--- config.mk ---
export PLATFORM = sky130hd
export DESIGN_NAME = cci_front
export DESIGN_NICKNAME = d
export VERILOG_FILES = /design/src/rtl/core/cci_pkg.sv /design/src/rtl/core/cci_front.sv
export SDC_FILE = /design/constraint.sdc
export NUM_CORES = 1
export LEC_CHECK = 0
export BUFFER_PORTS_ARGS = -buffer_cell sky130_fd_sc_hd__buf_2
export CELL_PAD_IN_SITES_DETAIL_PLACEMENT = 0
export CELL_PAD_IN_SITES_GLOBAL_PLACEMENT = 2
export CORE_MARGIN = 4
export CORE_UTILIZATION = 35
export DETAILED_ROUTE_END_ITERATION = 10
export PLACE_DENSITY_LB_ADDON = 0.1
export SLEW_MARGIN = 20
export SYNTH_ARGS = -nofsm -noshare
export SYNTH_HDL_FRONTEND = slang
export SYNTH_SLANG_ARGS = --single-unit
export TNS_END_PERCENT = 5
--- constraint.sdc ---
create_clock -name clock -period 10.6 [get_ports clock]
set_input_delay 2.65 -clock clock [delete_from_list [all_inputs] [get_ports clock]]
set_output_delay 2.65 -clock clock [all_outputs]
set_load 0.01 [all_outputs]
--- src/rtl/core/cci_pkg.sv ---
// ----------------------------------------------------------------------------
// Capped cylinder intersect package
// Shared types, constants and the sequencer program of the capped cylinder
// intersection block.
// ----------------------------------------------------------------------------
package cci_pkg;

   localparam int FRAC_BITS_DEF = 16;
   localparam int FX_W          = 64;
   localparam int SLOT_DEPTH    = 64;
   localparam int SLOT_AW       = 6;
   localparam int OPD_W         = 7;
   localparam int PC_W          = 7;
   localparam int SQ_DIGITS     = 48;
   localparam int SQ_NW         = 2 * SQ_DIGITS;
   localparam int CSR_IDX_W     = 4;
   localparam int QUEUE_DEPTH   = 4;

   localparam logic signed [FX_W-1:0] FX_MAX = 64'sh7FFF_FFFF_FFFF_FFFF;
   localparam logic signed [FX_W-1:0] FX_MIN = -64'sh7FFF_FFFF_FFFF_FFFF;

   localparam logic [CSR_IDX_W-1:0] CSR_BASE_X = 4'd0;
   localparam logic [CSR_IDX_W-1:0] CSR_BASE_Y = 4'd1;
   localparam logic [CSR_IDX_W-1:0] CSR_BASE_Z = 4'd2;
   localparam logic [CSR_IDX_W-1:0] CSR_AXIS_X = 4'd3;
   localparam logic [CSR_IDX_W-1:0] CSR_AXIS_Y = 4'd4;
   localparam logic [CSR_IDX_W-1:0] CSR_AXIS_Z = 4'd5;
   localparam logic [CSR_IDX_W-1:0] CSR_RADIUS = 4'd6;
   localparam logic [CSR_IDX_W-1:0] CSR_HEIGHT = 4'd7;

   localparam logic [1:0] SURF_SIDE = 2'd0;
   localparam logic [1:0] SURF_BASE = 2'd1;
   localparam logic [1:0] SURF_LID  = 2'd2;

   typedef enum logic [2:0] {
      OP_ADD,
      OP_SUB,
      OP_MUL,
      OP_DIV,
      OP_SQRT
   } op_type;

   typedef enum logic [2:0] {
      ST_IDLE,
      ST_FETCH,
      ST_EXEC,
      ST_MUL,
      ST_DIV,
      ST_SQRT,
      ST_DECIDE
   } st_type;

   typedef struct packed {
      op_type           op;
      logic [OPD_W-1:0] dst;
      logic [OPD_W-1:0] sa;
      logic [OPD_W-1:0] sb;
   } instr_type;

   typedef struct packed {
      logic signed [31:0] bx;
      logic signed [31:0] by;
      logic signed [31:0] bz;
      logic signed [17:0] ux;
      logic signed [17:0] uy;
      logic signed [17:0] uz;
      logic [30:0]        r;
      logic [30:0]        h;
   } cfg_type;

   typedef struct packed {
      logic signed [31:0] px;
      logic signed [31:0] py;
      logic signed [31:0] pz;
      logic signed [31:0] dx;
      logic signed [31:0] dy;
      logic signed [31:0] dz;
      logic signed [32:0] vx;
      logic signed [32:0] vy;
      logic signed [32:0] vz;
   } item_type;

   // Scratch slots held in the operand memories.
   localparam logic [OPD_W-1:0] R_T0    = 7'd0;
   localparam logic [OPD_W-1:0] R_T1    = 7'd1;
   localparam logic [OPD_W-1:0] R_T2    = 7'd2;
   localparam logic [OPD_W-1:0] R_T3    = 7'd3;
   localparam logic [OPD_W-1:0] R_TCX   = 7'd4;
   localparam logic [OPD_W-1:0] R_TCY   = 7'd5;
   localparam logic [OPD_W-1:0] R_TCZ   = 7'd6;
   localparam logic [OPD_W-1:0] R_DU    = 7'd7;
   localparam logic [OPD_W-1:0] R_VU    = 7'd8;
   localparam logic [OPD_W-1:0] R_DPX   = 7'd9;
   localparam logic [OPD_W-1:0] R_DPY   = 7'd10;
   localparam logic [OPD_W-1:0] R_DPZ   = 7'd11;
   localparam logic [OPD_W-1:0] R_VPX   = 7'd12;
   localparam logic [OPD_W-1:0] R_VPY   = 7'd13;
   localparam logic [OPD_W-1:0] R_VPZ   = 7'd14;
   localparam logic [OPD_W-1:0] R_R2    = 7'd15;
   localparam logic [OPD_W-1:0] R_A     = 7'd16;
   localparam logic [OPD_W-1:0] R_B     = 7'd17;
   localparam logic [OPD_W-1:0] R_C     = 7'd18;
   localparam logic [OPD_W-1:0] R_DELTA = 7'd19;
   localparam logic [OPD_W-1:0] R_S     = 7'd20;
   localparam logic [OPD_W-1:0] R_TWOA  = 7'd21;
   localparam logic [OPD_W-1:0] R_NB    = 7'd22;
   localparam logic [OPD_W-1:0] R_T1R   = 7'd23;
   localparam logic [OPD_W-1:0] R_T2R   = 7'd24;
   localparam logic [OPD_W-1:0] R_AX1   = 7'd25;
   localparam logic [OPD_W-1:0] R_AX2   = 7'd26;
   localparam logic [OPD_W-1:0] R_TB    = 7'd27;
   localparam logic [OPD_W-1:0] R_TL    = 7'd28;
   localparam logic [OPD_W-1:0] R_QX    = 7'd29;
   localparam logic [OPD_W-1:0] R_QY    = 7'd30;
   localparam logic [OPD_W-1:0] R_QZ    = 7'd31;
   localparam logic [OPD_W-1:0] R_QQB   = 7'd32;
   localparam logic [OPD_W-1:0] R_QQL   = 7'd33;

   // Operands taken from the ray and the registers.
   localparam logic [OPD_W-1:0] X_PX   = 7'd64;
   localparam logic [OPD_W-1:0] X_PY   = 7'd65;
   localparam logic [OPD_W-1:0] X_PZ   = 7'd66;
   localparam logic [OPD_W-1:0] X_DX   = 7'd67;
   localparam logic [OPD_W-1:0] X_DY   = 7'd68;
   localparam logic [OPD_W-1:0] X_DZ   = 7'd69;
   localparam logic [OPD_W-1:0] X_VX   = 7'd70;
   localparam logic [OPD_W-1:0] X_VY   = 7'd71;
   localparam logic [OPD_W-1:0] X_VZ   = 7'd72;
   localparam logic [OPD_W-1:0] X_BX   = 7'd73;
   localparam logic [OPD_W-1:0] X_BY   = 7'd74;
   localparam logic [OPD_W-1:0] X_BZ   = 7'd75;
   localparam logic [OPD_W-1:0] X_UX   = 7'd76;
   localparam logic [OPD_W-1:0] X_UY   = 7'd77;
   localparam logic [OPD_W-1:0] X_UZ   = 7'd78;
   localparam logic [OPD_W-1:0] X_R    = 7'd79;
   localparam logic [OPD_W-1:0] X_H    = 7'd80;
   localparam logic [OPD_W-1:0] X_ZERO = 7'd81;

   localparam int PROG_LEN = 108;

   function automatic instr_type ins(input op_type op, input logic [OPD_W-1:0] d,
                                     input logic [OPD_W-1:0] a,
                                     input logic [OPD_W-1:0] b);
      instr_type i;
      i.op  = op;
      i.dst = d;
      i.sa  = a;
      i.sb  = b;
      return i;
   endfunction

   function automatic logic [FX_W-1:0] mag64(input logic signed [FX_W-1:0] x);
      return x[FX_W-1] ? FX_W'(-x) : FX_W'(x);
   endfunction

   function automatic instr_type prog(input logic [PC_W-1:0] pc);
      instr_type p;
      case (pc)
         7'd0:   p = ins(OP_MUL, R_T0, X_UX, X_H);
         7'd1:   p = ins(OP_ADD, R_TCX, X_BX, R_T0);
         7'd2:   p = ins(OP_MUL, R_T0, X_UY, X_H);
         7'd3:   p = ins(OP_ADD, R_TCY, X_BY, R_T0);
         7'd4:   p = ins(OP_MUL, R_T0, X_UZ, X_H);
         7'd5:   p = ins(OP_ADD, R_TCZ, X_BZ, R_T0);
         7'd6:   p = ins(OP_MUL, R_T0, X_DX, X_UX);
         7'd7:   p = ins(OP_MUL, R_T1, X_DY, X_UY);
         7'd8:   p = ins(OP_ADD, R_T0, R_T0, R_T1);
         7'd9:   p = ins(OP_MUL, R_T1, X_DZ, X_UZ);
         7'd10:  p = ins(OP_ADD, R_DU, R_T0, R_T1);
         7'd11:  p = ins(OP_MUL, R_T0, X_VX, X_UX);
         7'd12:  p = ins(OP_MUL, R_T1, X_VY, X_UY);
         7'd13:  p = ins(OP_ADD, R_T0, R_T0, R_T1);
         7'd14:  p = ins(OP_MUL, R_T1, X_VZ, X_UZ);
         7'd15:  p = ins(OP_ADD, R_VU, R_T0, R_T1);
         7'd16:  p = ins(OP_MUL, R_T0, X_UX, R_DU);
         7'd17:  p = ins(OP_SUB, R_DPX, X_DX, R_T0);
         7'd18:  p = ins(OP_MUL, R_T0, X_UY, R_DU);
         7'd19:  p = ins(OP_SUB, R_DPY, X_DY, R_T0);
         7'd20:  p = ins(OP_MUL, R_T0, X_UZ, R_DU);
         7'd21:  p = ins(OP_SUB, R_DPZ, X_DZ, R_T0);
         7'd22:  p = ins(OP_MUL, R_T0, X_UX, R_VU);
         7'd23:  p = ins(OP_SUB, R_VPX, X_VX, R_T0);
         7'd24:  p = ins(OP_MUL, R_T0, X_UY, R_VU);
         7'd25:  p = ins(OP_SUB, R_VPY, X_VY, R_T0);
         7'd26:  p = ins(OP_MUL, R_T0, X_UZ, R_VU);
         7'd27:  p = ins(OP_SUB, R_VPZ, X_VZ, R_T0);
         7'd28:  p = ins(OP_MUL, R_R2, X_R, X_R);
         7'd29:  p = ins(OP_MUL, R_T0, R_DPX, R_DPX);
         7'd30:  p = ins(OP_MUL, R_T1, R_DPY, R_DPY);
         7'd31:  p = ins(OP_ADD, R_T0, R_T0, R_T1);
         7'd32:  p = ins(OP_MUL, R_T1, R_DPZ, R_DPZ);
         7'd33:  p = ins(OP_ADD, R_A, R_T0, R_T1);
         7'd34:  p = ins(OP_MUL, R_T0, R_VPX, R_DPX);
         7'd35:  p = ins(OP_MUL, R_T1, R_VPY, R_DPY);
         7'd36:  p = ins(OP_ADD, R_T0, R_T0, R_T1);
         7'd37:  p = ins(OP_MUL, R_T1, R_VPZ, R_DPZ);
         7'd38:  p = ins(OP_ADD, R_T2, R_T0, R_T1);
         7'd39:  p = ins(OP_ADD, R_B, R_T2, R_T2);
         7'd40:  p = ins(OP_MUL, R_T0, R_VPX, R_VPX);
         7'd41:  p = ins(OP_MUL, R_T1, R_VPY, R_VPY);
         7'd42:  p = ins(OP_ADD, R_T0, R_T0, R_T1);
         7'd43:  p = ins(OP_MUL, R_T1, R_VPZ, R_VPZ);
         7'd44:  p = ins(OP_ADD, R_T2, R_T0, R_T1);
         7'd45:  p = ins(OP_SUB, R_C, R_T2, R_R2);
         7'd46:  p = ins(OP_MUL, R_T0, R_A, R_C);
         7'd47:  p = ins(OP_ADD, R_T0, R_T0, R_T0);
         7'd48:  p = ins(OP_ADD, R_T0, R_T0, R_T0);
         7'd49:  p = ins(OP_MUL, R_T1, R_B, R_B);
         7'd50:  p = ins(OP_SUB, R_DELTA, R_T1, R_T0);
         7'd51:  p = ins(OP_SQRT, R_S, R_DELTA, R_DELTA);
         7'd52:  p = ins(OP_ADD, R_TWOA, R_A, R_A);
         7'd53:  p = ins(OP_SUB, R_NB, X_ZERO, R_B);
         7'd54:  p = ins(OP_ADD, R_T0, R_NB, R_S);
         7'd55:  p = ins(OP_DIV, R_T1R, R_T0, R_TWOA);
         7'd56:  p = ins(OP_SUB, R_T0, R_NB, R_S);
         7'd57:  p = ins(OP_DIV, R_T2R, R_T0, R_TWOA);
         7'd58:  p = ins(OP_MUL, R_T0, R_DU, R_T1R);
         7'd59:  p = ins(OP_ADD, R_AX1, R_VU, R_T0);
         7'd60:  p = ins(OP_MUL, R_T0, R_DU, R_T2R);
         7'd61:  p = ins(OP_ADD, R_AX2, R_VU, R_T0);
         7'd62:  p = ins(OP_SUB, R_T0, X_BX, X_PX);
         7'd63:  p = ins(OP_MUL, R_T3, R_T0, X_UX);
         7'd64:  p = ins(OP_SUB, R_T0, X_BY, X_PY);
         7'd65:  p = ins(OP_MUL, R_T1, R_T0, X_UY);
         7'd66:  p = ins(OP_ADD, R_T3, R_T3, R_T1);
         7'd67:  p = ins(OP_SUB, R_T0, X_BZ, X_PZ);
         7'd68:  p = ins(OP_MUL, R_T1, R_T0, X_UZ);
         7'd69:  p = ins(OP_ADD, R_T3, R_T3, R_T1);
         7'd70:  p = ins(OP_DIV, R_TB, R_T3, R_DU);
         7'd71:  p = ins(OP_MUL, R_T0, X_DX, R_TB);
         7'd72:  p = ins(OP_ADD, R_T0, X_PX, R_T0);
         7'd73:  p = ins(OP_SUB, R_QX, R_T0, X_BX);
         7'd74:  p = ins(OP_MUL, R_T0, X_DY, R_TB);
         7'd75:  p = ins(OP_ADD, R_T0, X_PY, R_T0);
         7'd76:  p = ins(OP_SUB, R_QY, R_T0, X_BY);
         7'd77:  p = ins(OP_MUL, R_T0, X_DZ, R_TB);
         7'd78:  p = ins(OP_ADD, R_T0, X_PZ, R_T0);
         7'd79:  p = ins(OP_SUB, R_QZ, R_T0, X_BZ);
         7'd80:  p = ins(OP_MUL, R_T0, R_QX, R_QX);
         7'd81:  p = ins(OP_MUL, R_T1, R_QY, R_QY);
         7'd82:  p = ins(OP_ADD, R_T0, R_T0, R_T1);
         7'd83:  p = ins(OP_MUL, R_T1, R_QZ, R_QZ);
         7'd84:  p = ins(OP_ADD, R_QQB, R_T0, R_T1);
         7'd85:  p = ins(OP_SUB, R_T0, R_TCX, X_PX);
         7'd86:  p = ins(OP_MUL, R_T3, R_T0, X_UX);
         7'd87:  p = ins(OP_SUB, R_T0, R_TCY, X_PY);
         7'd88:  p = ins(OP_MUL, R_T1, R_T0, X_UY);
         7'd89:  p = ins(OP_ADD, R_T3, R_T3, R_T1);
         7'd90:  p = ins(OP_SUB, R_T0, R_TCZ, X_PZ);
         7'd91:  p = ins(OP_MUL, R_T1, R_T0, X_UZ);
         7'd92:  p = ins(OP_ADD, R_T3, R_T3, R_T1);
         7'd93:  p = ins(OP_DIV, R_TL, R_T3, R_DU);
         7'd94:  p = ins(OP_MUL, R_T0, X_DX, R_TL);
         7'd95:  p = ins(OP_ADD, R_T0, X_PX, R_T0);
         7'd96:  p = ins(OP_SUB, R_QX, R_T0, R_TCX);
         7'd97:  p = ins(OP_MUL, R_T0, X_DY, R_TL);
         7'd98:  p = ins(OP_ADD, R_T0, X_PY, R_T0);
         7'd99:  p = ins(OP_SUB, R_QY, R_T0, R_TCY);
         7'd100: p = ins(OP_MUL, R_T0, X_DZ, R_TL);
         7'd101: p = ins(OP_ADD, R_T0, X_PZ, R_T0);
         7'd102: p = ins(OP_SUB, R_QZ, R_T0, R_TCZ);
         7'd103: p = ins(OP_MUL, R_T0, R_QX, R_QX);
         7'd104: p = ins(OP_MUL, R_T1, R_QY, R_QY);
         7'd105: p = ins(OP_ADD, R_T0, R_T0, R_T1);
         7'd106: p = ins(OP_MUL, R_T1, R_QZ, R_QZ);
         7'd107: p = ins(OP_ADD, R_QQL, R_T0, R_T1);
         default: p = ins(OP_ADD, R_T0, X_ZERO, X_ZERO);
      endcase
      return p;
   endfunction

endpackage

--- src/rtl/core/cci_front.sv ---
// ----------------------------------------------------------------------------
// Capped cylinder intersect front end
// Accepts rays, forms the origin offset from the base centre and holds the
// items in a short queue for the back end.
// ----------------------------------------------------------------------------
module cci_front (
   input  logic              clock,
   input  logic              reset,
   input  logic              req_tvalid,
   output logic              req_tready,
   input  logic [191:0]      req_tdata,
   input  cci_pkg::cfg_type  cfg,
   output logic              item_valid,
   input  logic              item_pop,
   output cci_pkg::item_type item
);
   import cci_pkg::*;

   localparam int QAW = $clog2(QUEUE_DEPTH);

   item_type       entry_ff [QUEUE_DEPTH];
   item_type       entry_in;
   logic [QAW-1:0] wr_ptr_ff, wr_ptr_in;
   logic [QAW-1:0] rd_ptr_ff, rd_ptr_in;
   logic [QAW:0]   count_ff, count_in;
   logic           push;

   assign req_tready = (count_ff != (QAW+1)'(QUEUE_DEPTH));
   assign push       = req_tvalid && req_tready;
   assign item_valid = (count_ff != '0);
   assign item       = entry_ff[rd_ptr_ff];

   always_comb begin
      entry_in.px = req_tdata[31:0];
      entry_in.py = req_tdata[63:32];
      entry_in.pz = req_tdata[95:64];
      entry_in.dx = req_tdata[127:96];
      entry_in.dy = req_tdata[159:128];
      entry_in.dz = req_tdata[191:160];
      entry_in.vx = 33'(entry_in.px) - 33'(cfg.bx);
      entry_in.vy = 33'(entry_in.py) - 33'(cfg.by);
      entry_in.vz = 33'(entry_in.pz) - 33'(cfg.bz);
      wr_ptr_in   = push ? wr_ptr_ff + 1'b1 : wr_ptr_ff;
      rd_ptr_in   = item_pop ? rd_ptr_ff + 1'b1 : rd_ptr_ff;
      count_in    = count_ff + (QAW+1)'(push) - (QAW+1)'(item_pop);
   end

   always_ff @(posedge clock) begin
      if (reset) begin
         wr_ptr_ff <= '0;
         rd_ptr_ff <= '0;
         count_ff  <= '0;
      end else begin
         wr_ptr_ff <= wr_ptr_in;
         rd_ptr_ff <= rd_ptr_in;
         count_ff  <= count_in;
      end
   end

   always_ff @(posedge clock) begin
      if (push) begin
         entry_ff[wr_ptr_ff] <= entry_in;
      end
   end

endmodule

==> impl_metrics.json, run 1 <==
{
  "status": "finished clean",
  "h-tree-depth": 4,
  "clk_latency_ns": 0.75,
  "dp_slack_ns": 4.17,
  "antenna_found_initial": 40,
  "fmax_mhz": 166,
  "stdcell_count": 4908,
  "start_util_pct": 35.3,
  "peakVddDrop_v": 0.000137,
  "critPathSlowestCell": "dfxtp_4",
  "r2r_cells": 4,
  "ios": 701,
  "fin_nets": 3521,
  "post-place-cells": 4639,
  "yosysSeqAreaShare_pct": 74.2,
  "synthSimpleGateAreaFrac_pct": 2.40,
  "die-width_um": 376,
  "cts_resized": 0,
  "track_usage_pct": 16.3,
  "drv_cap": 0,
  "avgViaCountPerCell": 4.98,
  "clock-sinks": 1173,
  "drc_errors": 0,
  "via_count": 24400,
  "ys_async_sr_fraction_pct": 0,
  "synth-adder-area-share_pct": 2.86,
  "post-route-period-util_pct": 56.7,
  "use_met3_pct": 6.33,
  "worstPathRequired_ns": 7.95,
  "synth_mux_area_share_pct": 13.9,
  "slew_viol_final": 0,
  "synth_compound_area_share_pct": 3.43,
  "combinationalPowerShare_pct": 16.1,
  "cts_buffer_depth": 3,
  "whs_ns": 0.502,
  "first_pass_iters": 5,
  "synth_top_family_by_area": "multiplexers",
  "p_sw_w": 0.00315,
  "synth_fp_nets": 2858,
  "synth-main-ff-cell": "edfxtp_1",
  "r2r_end": "entry_ff[0][251]",
  "p_leak_nw": 19.7,
  "holdPathStages": 2,
  "critPathMaxFanout": 93,
  "io_buffer_count": 584,
  "routed_wl_um": 116000,
  "power_density_mw_per_mm2": 215,
  "max-slew-margin-rel_pct": 23.4,
  "first_global_vias": 25900,
  "syn_avg_cell_area_um2": 20.2,
  "setup_slack_ns": 4.59,
  "syn_to_final_growth_pct": 20.0,
  "finClkSkew_ns": 0.0326,
  "reg2reg_slack_ns": 7.92,
  "fin_setup_tns_ns": 0,
  "grt_max_degree": 138,
  "core-area_mm2": 0.134,
  "dieArea_mm2": 0.141,
  "layout-drive-gt1-share_pct": 35.3,
  "drtIter0Drc": 1432,
  "postCtsSetupBuffers": 0,
  "slowest_delay_ns": 0.83,
  "hold-path-endpoint": "wr_ptr_ff[1]",
  "synth_edf_count": 1164,
  "r2r-start": "count_ff[1]",
  "seqPwrFrac_pct": 47.8,
  "min_from": "wr_ptr_ff[1]",
  "rows": 134,
  "cts_hold_buffers": 0,
  "netSwitchingFraction_pct": 25.7,
  "synth_cell_types": 64,
  "hold_path_class": "flip-flop to flip-flop",
  "cts-buffers-inserted": 134,
  "grt_pass1_wl_um": 171000,
  "path_cells": "buf_12 > mux4_2 > buf_2",
  "syn-cell-area_mm2": 0.0474,
  "yosys_warnings": 0,
  "use_met1_pct": 21.1,
  "p_clk_share_pct": 36.1,
  "path_class": "flip-flop to primary output",
  "cts_root_buf": "clkbuf_16",
  "syn_inst": 2344,
  "cts_tree": "built",
  "die-height_um": 376,
  "synth-xor-area-share_pct": 1.57,
  "p_int_w": 0.00910,
  "rsz0062_at_grt": "no",
  "startpoint_type": "flip-flop",
  "overflow": 0,
  "hold_viol": 0,
  "met2_usage_pct": 25.5,
  "tightest_slew_ns": 1.15,
  "globalRoute.busiestLayer": "met2",
  "path_clk_slew_ns": 0.06,
  "routabilityCongestion": 0.764,
  "wl_per_cell_um": 23.7,
  "hpwlAfterDp_um": 73800,
  "arrival_ns": 3.36,
  "setup_viol": 0,
  "antenna_left": 0,
  "end_kind": "primary output",
  "ys_ff_latch": 1173,
  "fin_crit_ns": 6.01
}
-- cell type report --
type / count / area (µm²)
fill: 11900 / 77100
timing repair buffer: 600 / 3180
clock buffer: 159 / 3490
tap: 1768 / 2210
sequential: 1173 / 35100
clock inverter: 81 / 766
multi-input combinational: 963 / 11500
antenna: 29 / 72.6
inverter: 135 / 507
-- synthesized netlist by cell type (3+ instances only) --
cell type  count  area share, %
o31a_1         5          0.092
nand3b_1       6          0.095
fa_1           4           0.17
a21o_1        33           0.52
o21ai_1        3          0.032
nor3b_1        3          0.048
o21bai_1       9           0.14
inv_1        135            1.1
buf_1         39           0.31
nor2b_1       14           0.18
mux4_2       291             14
o21ai_0       40           0.42
nor4_1         4          0.053
o21a_1        12           0.19
o211ai_1       7           0.11
a31oi_1        5          0.066
or3_1          5          0.066
nor3_1        16           0.17
and3_1         8           0.11
nand3_1       18           0.19
o311ai_0       3          0.055
a211oi_1      10           0.16
and2_1         6          0.079
o31ai_1        5          0.079
a21oi_1       84           0.89
clkbuf_1      34           0.27
nor4b_1        3          0.055
edfxtp_1    1164             74
xnor2_1       62            1.1
ha_1         102            2.7
xor2_1        23           0.43
nand4_1        6          0.079
nand2b_1      16           0.21
a221oi_1       3          0.055
nand2_1       57           0.45
nor2_1        58           0.46
dfxtp_1        9           0.38
a211o_1        4          0.074
a21boi_0       3          0.048
-- state kept, by name, indices dropped and copies added, names as in the netlist, named ones only --
signal	flops
entry_ff	1164
count_ff	3
rd_ptr_ff	2
wr_ptr_ff	2
-- worst max-delay path, delay by kind of cell, from the launching register on --
family | cells | cell delay [ns]
buffers and inverters | 2 | 0.71
flip-flops | 1 | 0.83
multiplexers | 1 | 0.66
-- through the flow --
stage               power (W)  instance area [µm²]  util [%]
global placement      0.00794                52500      39.2
CTS                    0.0125                56800      42.4
finish                 0.0122                56800      42.4
floorplan             0.00722                47400         -
detailed placement    0.00800                52500      39.2
global route           0.0128                56800      42.4
-- power by group through the flow --
stage / sequential, W / clock (W) / combinational [W]
2_1_floorplan: 0.00606 / 0 / 0.00116
6_report: 0.00585 / 0.00442 / 0.00197
5_1_grt: 0.00589 / 0.00479 / 0.00215
4_1_cts: 0.00586 / 0.00458 / 0.00205
3_3_place_gp: 0.00593 / 0 / 0.00202
3_5_place_dp: 0.00596 / 0 / 0.00204
-- routing by layer --
| metal | share of wire (%) | vias to the layer above | routed length, µm |
|---|---|---|---|
| li1 | - | 11000 | - |
| met1 | 41 | 12600 | 48200 |
| met2 | 47 | 669 | 54200 |
| met3 | 9.3 | 187 | 10800 |
| met4 | 2.5 | 24 | 2890 |
| met5 | 0.14 | - | 162 |
-- cell usage in the layout (no fill, tap or decap), drive strengths merged, types with 4 or more instances in the layout --
cell type and n:
edfxtp 1164, and2 7, a21oi 84, bufinv 9
nand3 18, nor3 16, a21o 33, nand2b 16
buf 600, nor3b 4, clkinv 64, mux4 291
a211oi 10, o21ai 44, dfxtp 9, and3 8
a211o 4, ha 102, inv 140, nand3b 6
o31a 5, nor2 58, or3 5, fa 4
clkbuf 159, nor4 5, nand4 6, nand2 57
xor2 23, diode 29, o31ai 5, o211ai 7
o21a 12, a31oi 5, a21boi 5, nor2b 14
o21bai 9, xnor2 62
-- logic make-up after synthesis --
logic type / Yosys count
AND/OR/NAND/NOR: 228
buffers and inverters: 208
multiplexers: 293
flip-flops: 1173
AO/OA/AOI/OAI: 251
XOR/XNOR: 85
adder cells (fa/ha/maj): 106
-- how the worst max path moves through the flow --
stage / start / to / depth (start not counted)
after floorplan: req_tvalid / entry_ff[0][0] / 1
after global placement: req_tdata[64] / entry_ff[0][28] / 13
after detailed placement: req_tdata[64] / entry_ff[2][28] / 13
after CTS: flip-flop / item[5] / 3
after global routing: flip-flop / item[57] / 3
final: flip-flop / item[57] / 3
No activity file was read; power rests on OpenSTA's default activity.
==> run 2: changes to the inputs <==
==> constraint.sdc (replaced) <==
create_clock -name clock -period 5.25 [get_ports clock]
set_input_delay 1.3125 -clock clock [delete_from_list [all_inputs] [get_ports clock]]
set_output_delay 1.3125 -clock clock [all_outputs]
set_load 0.01 [all_outputs]
==> run 2 against run 1 <==
Net effect: sequential share of layout area is 0.55 points lower; hold slack worse by 0.0013 ns; worst setup slack worse by 3.5 ns; first-iteration DRC count decreased by 0.28%; utilization up 0.38 points; cell count up 0.37%; clock power increased by 110%; design area grew 0.90%.
==> impl_metrics.json, run 2 (synthesis results as in run 1) <==
{
  "status": "finished clean",
  "first_pass_iters": 5,
  "syn_to_final_growth_pct": 21.1,
  "worstPathRequired_ns": 3.94,
  "fin_setup_tns_ns": 0,
  "cts_buffer_depth": 3,
  "overflow": 0,
  "start_util_pct": 35.3,
  "post-route-period-util_pct": 78.9,
  "hold_viol": 0,
  "rsz0062_at_grt": "no",
  "h-tree-depth": 4,
  "p_leak_nw": 20.0,
  "dieArea_mm2": 0.141,
  "routed_wl_um": 119000,
  "cts_root_buf": "clkbuf_16",
  "max-slew-margin-rel_pct": 29.8,
  "layout_common_cells": "1164 x edfxtp_1, 584 x buf_2, 291 x mux4_2",
  "cts-buffers-inserted": 135,
  "ios": 701,
  "peakVddDrop_v": 0.000317,
  "cts_tree": "built",
  "finClkSkew_ns": 0.0244,
  "largest_reg_flops": 1164,
  "path_class": "flip-flop to primary output",
  "slew_viol_final": 0,
  "layout-drive-gt1-share_pct": 35.9,
  "largestRegisters": "entry_ff x1164, count_ff x3",
  "finalPower_w": 0.0250,
  "power_density_mw_per_mm2": 436,
  "layout_commonest_cell": "edfxtp_1",
  "end_kind": "primary output",
  "fmax_mhz": 241,
  "multi_input_area_mm2": 0.0115,
  "rows": 134,
  "antenna_left": 0,
  "arrival_ns": 2.83,
  "drc_errors": 0,
  "clock-sinks": 1173,
  "io_buffer_count": 584,
  "n_fill_cell": 11800,
  "avgViaCountPerCell": 4.98,
  "path_clk_slew_ns": 0.05,
  "cts_resized": 0,
  "postCtsSetupBuffers": 0,
  "wl_per_cell_um": 24.1,
  "top_register": "entry_ff",
  "setup_viol": 0,
  "fin_util_pct": 42.8,
  "track_usage_pct": 16.7,
  "die-width_um": 376,
  "cts_hold_buffers": 0,
  "drv_cap": 0,
  "first_global_vias": 26000,
  "hpwlAfterDp_um": 79200,
  "post-place-cells": 4675,
  "core-area_mm2": 0.134,
  "critPathMaxFanout": 48,
  "drtIter0Drc": 1428,
  "startpoint_type": "flip-flop",
  "seqCellArea_mm2": 0.0351,
  "tightest_slew_ns": 1.05,
  "antenna_found_initial": 38,
  "stdcell_count": 4926,
  "grt_max_degree": 67,
  "fin_nets": 3558,
  "fin_crit_ns": 4.14,
  "routabilityCongestion": 0.792,
  "die-height_um": 376,
  "via_count": 24500,
  "clk_latency_ns": 0.73,
  "grt_pass1_wl_um": 173000,
  "hold_path_class": "flip-flop to flip-flop"
}
[run 2: cell types whose count changed in the layout (fill, tap and decap cells not counted), sizes merged]
cell | previous run | this run
diode | 29 | 17
inv | 140 | 138
buf | 600 | 636
clkinv | 64 | 46
bufinv | 9 | 13
clkbuf | 159 | 169
[run 2: power by group]
part / switching [W] / total [W] / leakage (nW) / internal, W
sequential: 0.000213 / 0.0118 / 10.7 / 0.0116
combinational: 0.00250 / 0.00413 / 7.14 / 0.00163
clock: 0.00362 / 0.00910 / 2.10 / 0.00548
[run 2: worst max-delay path, cell delays in order (launching register included)]
cell	delay (ns)
dfxtp_4	1.04
buf_4	0.46
mux4_2	0.41
buf_2	0.17
[run 2: routing by layer]
metal / up-vias / part of all wire (%) / wire [µm] / global-route usage (%)
met1: 12600 / 41 / 49200 / 21.4
met4: 36 / 2.6 / 3110 / 5.14
met5: - / 0.19 / 229 / 0
met2: 640 / 47 / 56200 / 26.5
met3: 211 / 8.6 / 10200 / 5.98
li1: 11000 / - / - / -
[run 2: cell type report]
class	instances	share of cell area, %
timing repair buffer	636	6.41
antenna	17	0.0742
sequential	1173	61.3
inverter	135	0.884
multi-input combinational	963	20.0
clock buffer	169	6.26
tap	1768	3.86
clock inverter	65	1.25
[run 2: final timing paths]
check | start | endpoint | slack [ns] | cells past startpoint
worst max-delay path | flip-flop | item[186] | 1.11 | 3
worst min-delay path | wr_ptr_ff[1] | wr_ptr_ff[1] | 0.50 | 2
worst max register to register | count_ff[1] | entry_ff[1][171] | 2.87 | 4
worst min register to register | wr_ptr_ff[1] | wr_ptr_ff[1] | 0.50 | 2
[run 2: stage by stage]
step	hold WS (ns)	instance area, µm²	setup WS, ns
2_1_floorplan	0.463	47400	-0.0382
6_report	0.500	57300	1.11
3_5_place_dp	0.501	53000	0.440
3_3_place_gp	0.477	53000	0.451
4_1_cts	0.508	57300	0.902
5_1_grt	0.544	57300	0.860
